[src/hdl/mvtt_pkg.sv]
// Package for the mixer valve temperature trim unit.
// Holds the beat types, the configuration record, register indexes and fixed constants.
// Has no dependencies; every other file in hdl refers to it by scoped names.
package mvtt_pkg;

	// One input beat: two temperatures in sixteenths of a degree Celsius.
	typedef struct packed {
		logic signed [11:0] source_temp;
		logic signed [11:0] return_temp;
	} sample_t;

	// One result beat.
	typedef struct packed {
		logic              step_ran;
		logic [7:0]        valve_position;
		logic              position_changed;
		logic signed [7:0] source_error;
		logic signed [7:0] return_error;
		logic              source_near;
		logic              source_at;
		logic              return_near;
		logic              return_at;
	} result_t;

	// Configuration registers as held inside the block.
	typedef struct packed {
		logic [7:0]  setpoint;
		logic [3:0]  near_band;
		logic [3:0]  undershoot_band;
		logic [3:0]  overshoot_band;
		logic [3:0]  trim_gain;
		logic [15:0] postscale_limit;
	} cfg_t;

	// Register indexes on the write port.
	typedef enum logic [2:0] {
		REG_SETPOINT        = 3'd0,
		REG_NEAR_BAND       = 3'd1,
		REG_UNDERSHOOT_BAND = 3'd2,
		REG_OVERSHOOT_BAND  = 3'd3,
		REG_TRIM_GAIN       = 3'd4,
		REG_POSTSCALE_LIMIT = 3'd5
	} reg_index_t;

	localparam int CFG_INDEX_W = 3;
	localparam int CFG_DATA_W  = 16;

	// Values after reset.
	localparam logic [7:0]  SETPOINT_RST        = 8'd25;
	localparam logic [3:0]  NEAR_BAND_RST       = 4'd5;
	localparam logic [3:0]  UNDERSHOOT_BAND_RST = 4'd3;
	localparam logic [3:0]  OVERSHOOT_BAND_RST  = 4'd2;
	localparam logic [3:0]  TRIM_GAIN_RST       = 4'd6;
	localparam logic [15:0] POSTSCALE_LIMIT_RST = 16'd200;

	// Feedforward line: position = FF_BASE_POS - 8 * (setpoint - FF_BASE_TEMP).
	localparam logic signed [12:0] FF_BASE_POS  = 13'sd200;
	localparam logic signed [9:0]  FF_BASE_TEMP = 10'sd25;
	localparam int                 FF_SLOPE_SHIFT = 3;

	localparam logic [7:0] POS_MAX    = 8'd255;
	localparam logic [7:0] POS_MIN    = 8'd0;
	localparam logic [7:0] POS_TOP_OK = 8'd254;

	// Sixteenths per degree, as a shift.
	localparam int FRAC_SHIFT = 4;

endpackage

[src/hdl/mixer_valve_temperature_trim_unit.sv]
// Top level of the mixer valve temperature trim unit.
// Holds the input stage, result register, postscaler, valve state and configuration registers;
// depends on mvtt_pkg, mvtt_temp_check and mvtt_position.
//
//   Channel   Signals                                   Moves
//   --------  ----------------------------------------  ------------------------------------
//   sample    sample_valid, sample_ready, sample        one sensor tick per beat (sample_t)
//   result    result_valid, result_ready, result        one result per tick (result_t)
//   config    cfg_write, cfg_index, cfg_data            register write, no handshake back
//
// A sample beat passes the input stage, then the result register; while result_ready is high,
// one beat can be taken on every cycle, as the two registers form a two-deep pipeline.
// All arithmetic for a tick sits between those two registers, and the postscaler count and
// the last valve position are updated on the same edge that loads the result register.
// When result_ready is low the result register holds, the input stage still takes one more
// beat, and sample_ready then falls until the result is taken.
// After arst_n both stages are empty, the count and position are zero and the configuration
// registers hold their documented defaults.
module mixer_valve_temperature_trim_unit #(
	parameter int COUNT_WIDTH = 16
) (
	input  logic                                clk,
	input  logic                                arst_n,

	input  logic                                sample_valid,
	output logic                                sample_ready,
	input  mvtt_pkg::sample_t                   sample,

	output logic                                result_valid,
	input  logic                                result_ready,
	output mvtt_pkg::result_t                   result,

	input  logic                                cfg_write,
	input  logic [mvtt_pkg::CFG_INDEX_W-1:0]    cfg_index,
	input  logic [mvtt_pkg::CFG_DATA_W-1:0]     cfg_data
);

	// Configuration registers.
	mvtt_pkg::cfg_t cfg_q;

	always_ff @(posedge clk or negedge arst_n) begin
		if (!arst_n) begin
			cfg_q.setpoint        <= mvtt_pkg::SETPOINT_RST;
			cfg_q.near_band       <= mvtt_pkg::NEAR_BAND_RST;
			cfg_q.undershoot_band <= mvtt_pkg::UNDERSHOOT_BAND_RST;
			cfg_q.overshoot_band  <= mvtt_pkg::OVERSHOOT_BAND_RST;
			cfg_q.trim_gain       <= mvtt_pkg::TRIM_GAIN_RST;
			cfg_q.postscale_limit <= mvtt_pkg::POSTSCALE_LIMIT_RST;
		end else if (cfg_write) begin
			// Writes to indexes beyond the register list fall through and are dropped.
			unique case (mvtt_pkg::reg_index_t'(cfg_index))
				mvtt_pkg::REG_SETPOINT:        cfg_q.setpoint        <= cfg_data[7:0];
				mvtt_pkg::REG_NEAR_BAND:       cfg_q.near_band       <= cfg_data[3:0];
				mvtt_pkg::REG_UNDERSHOOT_BAND: cfg_q.undershoot_band <= cfg_data[3:0];
				mvtt_pkg::REG_OVERSHOOT_BAND:  cfg_q.overshoot_band  <= cfg_data[3:0];
				mvtt_pkg::REG_TRIM_GAIN:       cfg_q.trim_gain       <= cfg_data[3:0];
				mvtt_pkg::REG_POSTSCALE_LIMIT: cfg_q.postscale_limit <= cfg_data[15:0];
				default: begin
				end
			endcase
		end
	end

	// Pipeline control. The input stage moves on whenever the result register is empty
	// or is being emptied on this edge.
	logic              valid_s1;
	mvtt_pkg::sample_t sample_s1;
	logic              advance;

	assign advance      = valid_s1 && (!result_valid || result_ready);
	assign sample_ready = !valid_s1 || advance;

	always_ff @(posedge clk or negedge arst_n) begin
		if (!arst_n) begin
			valid_s1 <= 1'b0;
		end else if (sample_ready) begin
			valid_s1 <= sample_valid;
		end
	end

	always_ff @(posedge clk) begin
		if (sample_ready && sample_valid) begin
			sample_s1 <= sample;
		end
	end

	// Per-tick errors and window flags.
	logic signed [7:0] source_error;
	logic signed [7:0] return_error;
	logic              source_near;
	logic              source_at;
	logic              return_near;
	logic              return_at;

	mvtt_temp_check u_source_check (
		.temp (sample_s1.source_temp),
		.cfg  (cfg_q),
		.err  (source_error),
		.near (source_near),
		.at   (source_at)
	);

	mvtt_temp_check u_return_check (
		.temp (sample_s1.return_temp),
		.cfg  (cfg_q),
		.err  (return_error),
		.near (return_near),
		.at   (return_at)
	);

	// Candidate valve position, used only on ticks where the postscaler fires.
	logic [7:0] step_position;

	mvtt_position u_position (
		.setpoint     (cfg_q.setpoint),
		.trim_gain    (cfg_q.trim_gain),
		.source_error (source_error),
		.position     (step_position)
	);

	// Postscaler and valve state. The count must already exceed the limit for a step to
	// run; it then restarts at zero. Otherwise it counts up and sticks at its maximum.
	logic [COUNT_WIDTH-1:0] tick_count_q;
	logic [7:0]             last_position_q;
	logic                   fire;
	logic                   changed;
	logic [COUNT_WIDTH-1:0] tick_count_next;
	logic [7:0]             position_next;

	always_comb begin
		fire            = 32'(tick_count_q) > 32'(cfg_q.postscale_limit);
		changed         = fire && (step_position != last_position_q);
		position_next   = changed ? step_position : last_position_q;
		tick_count_next = tick_count_q;
		if (fire) begin
			tick_count_next = '0;
		end else if (!(&tick_count_q)) begin
			tick_count_next = tick_count_q + 1'b1;
		end
	end

	always_ff @(posedge clk or negedge arst_n) begin
		if (!arst_n) begin
			tick_count_q    <= '0;
			last_position_q <= '0;
		end else if (advance) begin
			tick_count_q    <= tick_count_next;
			last_position_q <= position_next;
		end
	end

	// Result register.
	always_ff @(posedge clk or negedge arst_n) begin
		if (!arst_n) begin
			result_valid <= 1'b0;
		end else if (advance) begin
			result_valid <= 1'b1;
		end else if (result_ready) begin
			result_valid <= 1'b0;
		end
	end

	always_ff @(posedge clk) begin
		if (advance) begin
			result.step_ran         <= fire;
			result.valve_position   <= position_next;
			result.position_changed <= changed;
			result.source_error     <= source_error;
			result.return_error     <= return_error;
			result.source_near      <= source_near;
			result.source_at        <= source_at;
			result.return_near      <= return_near;
			result.return_at        <= return_at;
		end
	end

endmodule

[src/hdl/mvtt_temp_check.sv]
// Error and window flags for one temperature against the setpoint.
// Pure combinational logic; depends on mvtt_pkg for the configuration record.
module mvtt_temp_check (
	input  logic signed [11:0] temp,
	input  mvtt_pkg::cfg_t     cfg,
	output logic signed [7:0]  err,
	output logic               near,
	output logic               at
);

	logic signed [14:0] temp_x;
	logic signed [14:0] sp_x;
	logic signed [14:0] diff;
	logic signed [14:0] deg;
	logic signed [14:0] near_lo;
	logic signed [14:0] near_hi;
	logic signed [14:0] at_lo;
	logic signed [14:0] at_hi;

	always_comb begin
		temp_x = 15'(temp);
		sp_x   = signed'({3'b000, cfg.setpoint, 4'b0000});
		diff   = temp_x - sp_x;

		// Whole degrees, truncated toward zero: an arithmetic shift floors,
		// so a negative value with a fraction left over moves up by one.
		deg = diff >>> mvtt_pkg::FRAC_SHIFT;
		if (diff[14] && (diff[3:0] != 4'b0000)) begin
			deg = deg + 15'sd1;
		end

		if (deg > 15'sd127) begin
			err = 8'sd127;
		end else if (deg < -15'sd128) begin
			err = -8'sd128;
		end else begin
			err = deg[7:0];
		end

		// Window bounds in sixteenths, both ends inclusive.
		near_lo = sp_x - signed'({7'b0000000, cfg.near_band, 4'b0000});
		near_hi = sp_x + signed'({7'b0000000, cfg.near_band, 4'b0000});
		at_lo   = sp_x - signed'({7'b0000000, cfg.undershoot_band, 4'b0000});
		at_hi   = sp_x + signed'({7'b0000000, cfg.overshoot_band, 4'b0000});

		near = (temp_x >= near_lo) && (temp_x <= near_hi);
		at   = (temp_x >= at_lo) && (temp_x <= at_hi);
	end

endmodule

[src/hdl/mvtt_position.sv]
// Valve position for one control step: clamped feedforward plus saturated trim.
// Pure combinational logic; depends on mvtt_pkg for constants.
module mvtt_position (
	input  logic [7:0]        setpoint,
	input  logic [3:0]        trim_gain,
	input  logic signed [7:0] source_error,
	output logic [7:0]        position
);

	logic signed [9:0]  sp_delta;
	logic signed [12:0] ff_raw;
	logic [7:0]         ff;
	logic signed [12:0] prod;
	logic signed [7:0]  trim;
	logic signed [9:0]  sum;

	always_comb begin
		sp_delta = signed'({2'b00, setpoint}) - mvtt_pkg::FF_BASE_TEMP;
		ff_raw   = mvtt_pkg::FF_BASE_POS - (13'(sp_delta) <<< mvtt_pkg::FF_SLOPE_SHIFT);

		if (ff_raw < 13'sd0) begin
			ff = mvtt_pkg::POS_MIN;
		end else if (ff_raw > 13'sd255) begin
			ff = mvtt_pkg::POS_MAX;
		end else begin
			ff = ff_raw[7:0];
		end

		prod = 13'(signed'({1'b0, trim_gain})) * 13'(source_error);
		if (prod > 13'sd127) begin
			trim = 8'sd127;
		end else if (prod < -13'sd128) begin
			trim = -8'sd128;
		end else begin
			trim = prod[7:0];
		end

		sum = signed'({2'b00, ff}) + 10'(trim);

		// A feedforward pinned at either end is taken as it stands.
		if ((ff == mvtt_pkg::POS_MIN) || (ff == mvtt_pkg::POS_MAX)) begin
			position = ff;
		end else if (sum < 10'sd0) begin
			position = mvtt_pkg::POS_MIN;
		end else if (sum > signed'({2'b00, mvtt_pkg::POS_TOP_OK})) begin
			position = mvtt_pkg::POS_MAX;
		end else begin
			position = sum[7:0];
		end
	end

endmodule

[config.mk]
export PLATFORM = sky130hd
export DESIGN_NAME = mixer_valve_temperature_trim_unit
export DESIGN_NICKNAME = d
export VERILOG_FILES = /design/src/hdl/mvtt_pkg.sv /design/src/hdl/mixer_valve_temperature_trim_unit.sv /design/src/hdl/mvtt_temp_check.sv /design/src/hdl/mvtt_position.sv
export SDC_FILE = /design/constraint.sdc
export NUM_CORES = 1
export LEC_CHECK = 0
export BUFFER_PORTS_ARGS = -buffer_cell sky130_fd_sc_hd__buf_4
export CAP_MARGIN = 30
export CELL_PAD_IN_SITES_DETAIL_PLACEMENT = 1
export CELL_PAD_IN_SITES_GLOBAL_PLACEMENT = 2
export CORE_MARGIN = 8
export CORE_UTILIZATION = 35
export CTS_BUF_LIST = sky130_fd_sc_hd__clkbuf_4
export CTS_CLUSTER_DIAMETER = 50
export CTS_CLUSTER_SIZE = 25
export DETAILED_ROUTE_END_ITERATION = 10
export PLACE_DENSITY_LB_ADDON = 0.1
export RECOVER_POWER = 25
export SYNTH_ARGS = -nofsm -noshare
export SYNTH_HDL_FRONTEND = slang
export SYNTH_SLANG_ARGS = --single-unit
[constraint.sdc]
create_clock -name clk -period 19.2 [get_ports clk]
set_input_delay 0.96 -clock clk [delete_from_list [all_inputs] [get_ports clk]]
set_output_delay 0.96 -clock clk [all_outputs]
set_load 0.05 [all_outputs]
==> flow_metrics.tcl <==
set metrics [dict create \
    outcome "finished with violations" \
    violations "max-capacitance violations, max-slew violations" \
    cpMaxStageDelayCell "dfrtp_1" \
    worstSetupStartpointType "flip-flop" \
    use_met3_pct 3.02 \
    end_kind "flip-flop" \
    tns_ps 0 \
    r2r_slack_ps 7470 \
    use_met2_pct 31.2 \
    grt_max_degree 67 \
    r2r_end "result[21]" \
    path_class "reg2reg" \
    clk_pin_slew_ps 130 \
    maxCapViolCount 1 \
    period_share_pct 61.1 \
    drc 0 \
    postSynth.asyncResetShare_pct 55.0 \
    tightest_slew_ps 3800 \
    core_sq_mm 0.0325 \
    grt_pass1_wl_microns 55700 \
    synth_edf_count 54 \
    fin_crit_ps 11730 \
    mostFrequentLayoutCell "ha_1" \
    r2r-start "cfg_q[33]" \
    setup_viol 0 \
    clock_latency_ps 600 \
    fmax_mhz 85.3 \
    slew_headroom_pct -153 \
    start_util_pct 35.5 \
    io_pins 80 \
    ant_nets 0 \
    htree_levels 4 \
    yosysTopAreaCell "ha_1" \
    gp_congestion 0.824 \
    numPortBuffers 79 \
    die-area_sq_mm 0.0390 \
    synth_top_area_share_pct 17.0 \
    avgRoutedWirePerCell_microns 18.9 \
    vias 9456 \
    clockRootBuffer "clkbuf_4" \
    rsz0062_at_grt "false" \
    hold_violations 0 \
    synthesis.nets 1473 \
    final_cells 1785 \
    nNetsFinal 1557 \
    synthCells 1244 \
    drt_iter0_markers 343 \
    postCtsSetupRepairBufs 0 \
    ys_seq_area_share_pct 28.5 \
    grt.busiest_layer "met2" \
    cts_buffers 17 \
    drt-total-wl_microns 33700 \
    dp.cells 1750 \
    yosysUniqueCellTypes 90 \
    die_h_microns 198 \
    yosysWarnings 0 \
    grtUsageMet1_pct 23.2 \
    crit_arrival_ps 12070 \
    crit_fanout 14 \
    final_cell_mix "ha_1 (157), inv_1 (115), nor2_1 (77), nand2_1 (77), o21ai_0 (72)" \
    antenna_found_initial 1 \
    avgSynthCellArea_sq_um 9.28 \
    fin_hold_ws_ps 517 \
    gr-total-overflow 0 \
    netlist_area_sq_mm 0.0115 \
    drive_above_1_share_pct 14.8 \
    cp.required_ps 19540 \
    hpwl_microns 27400 \
    cts_tree "built" \
    post_cts_resized 0 \
    grt_pass1_vias 10100 \
    clk_path_buf_depth 2 \
    ys_ff_latch 120 \
    worstHoldPathCells 1 \
    holdPathEnd "cfg_q[15]" \
    core.rowCount 66 \
    dr.pass1.iters 4 \
    post-place-ws_ps 7440 \
    vias_per_cell 5.30 \
    worst_slack_ps 7470 \
    synth_area_leaders "ha_1 (17%), edfxtp_1 (14%), dfrtp_1 (11%)" \
    min-delay-start "cfg_q[15]" \
    area_delta_synth_final_pct 12.3 \
    r2r_cells 39 \
    max_stage_delay_ps 780 \
    cts_sinks 120 \
    fp.dieW_microns 198 \
    synthFlopType "edfxtp_1" \
    finalClockSkew_ps 23.5 \
    maxSlewViolCount 67 \
    grt_use_total_pct 18.0 \
    hp-class "reg2reg" \
    cts-hold-fix-buffers 0 \
]
==> cell type report <==
cell class | count | area, sq um
timing repair buffer | 90 | 699
inverter | 118 | 443
clock buffer | 17 | 128
fill | 3825 | 19600
antenna | 2 | 5.00
tap | 442 | 553
clock inverter | 15 | 124
multi-input combinational | 981 | 7720
sequential | 120 | 3290
==> metal layers <==
metal	routed length (microns)	vias up
li1	-	4673
met1	16100	4675
met2	16600	85
met3	710	23
met4	346	0
met5	0	-
==> critical path: cells and delay by family, from the launching register on <==
family                     cells  cell delay [ps]
AOI/OAI and AO/OA             16             4660
xor gates and xnor gates       1              160
muxes                          1              360
and+or+nand+nor               12             2720
buffers and inverters          3              440
DFF                            1              780
adders and majority gates      6             2350
==> worst max-delay path by stage <==
stage / to / slack [ps] / depth (start not counted) / start
6_report: result[21] / 7470 / 39 / cfg_q[33]
5_1_grt: result[21] / 6350 / 39 / cfg_q[33]
4_1_cts: result[24] / 7410 / 40 / cfg_q[33]
3_5_place_dp: result[24] / 7440 / 40 / cfg_q[33]
3_3_place_gp: result[25] / 7750 / 42 / cfg_q[33]
2_1_floorplan: result[21] / 8840 / 43 / cfg_q[38]
==> registers in the layout, indices dropped and copies added (netlist names) <==
name,count
sample_s1,24
cfg_q,40
valid_s1,1
result,30
last_position_q,8
tick_count_q,16
result_valid,1
==> kinds of logic (layout without fill, tap and decap cells) <==
group                    after synthesis  after routing  synth area share (%)
multiplexers                          47             47                  4.58
flip-flops                           120            120                  28.5
other                                  0              2                     0
adder cells (fa/ha/maj)              181            181                  21.2
buffers and inverters                143            240                  4.68
AO/OA/AOI/OAI                        290            290                  16.8
XOR/XNOR                              84             84                  6.61
AND/OR/NAND/NOR                      379            379                  17.7
==> metrics by stage <==
| stage | instance area, sq um | util, % |
|---|---|---|
| finish | 13000 | 39.8 |
| global route | 13000 | 39.8 |
| CTS | 13000 | 39.8 |
| detailed placement | 12700 | 39.0 |
| global placement | 12700 | 38.9 |
| floorplan | 11500 | - |
==> synth_stat cells (4+ instances only) <==
cell type / instances
fa_1: 24
mux2_1: 4
o31ai_1: 5
o22ai_1: 5
o2111ai_1: 10
ha_1: 157
xor2_1: 35
inv_1: 115
nand3_1: 24
o21a_1: 25
nor2b_1: 44
a21oi_1: 68
o221ai_1: 4
mux2i_1: 6
clkbuf_1: 21
nand4_1: 22
edfxtp_1: 54
nor4_1: 17
a311oi_1: 4
nand3b_1: 7
and2_1: 14
nand4b_1: 4
o211ai_1: 5
a21o_1: 26
o21bai_1: 6
dfrtp_1: 53
or2_2: 4
or4_1: 6
nor2_1: 77
a211oi_1: 11
and3_1: 11
nand2_1: 77
nand2b_1: 22
xnor2_1: 47
o21ai_0: 72
mux2_2: 35
nor3_1: 23
dfstp_2: 13
or3_1: 6
a31oi_1: 9
Power is not shown: default switching activity piles up to over one toggle a cycle in this logic, so the estimate is an artifact.
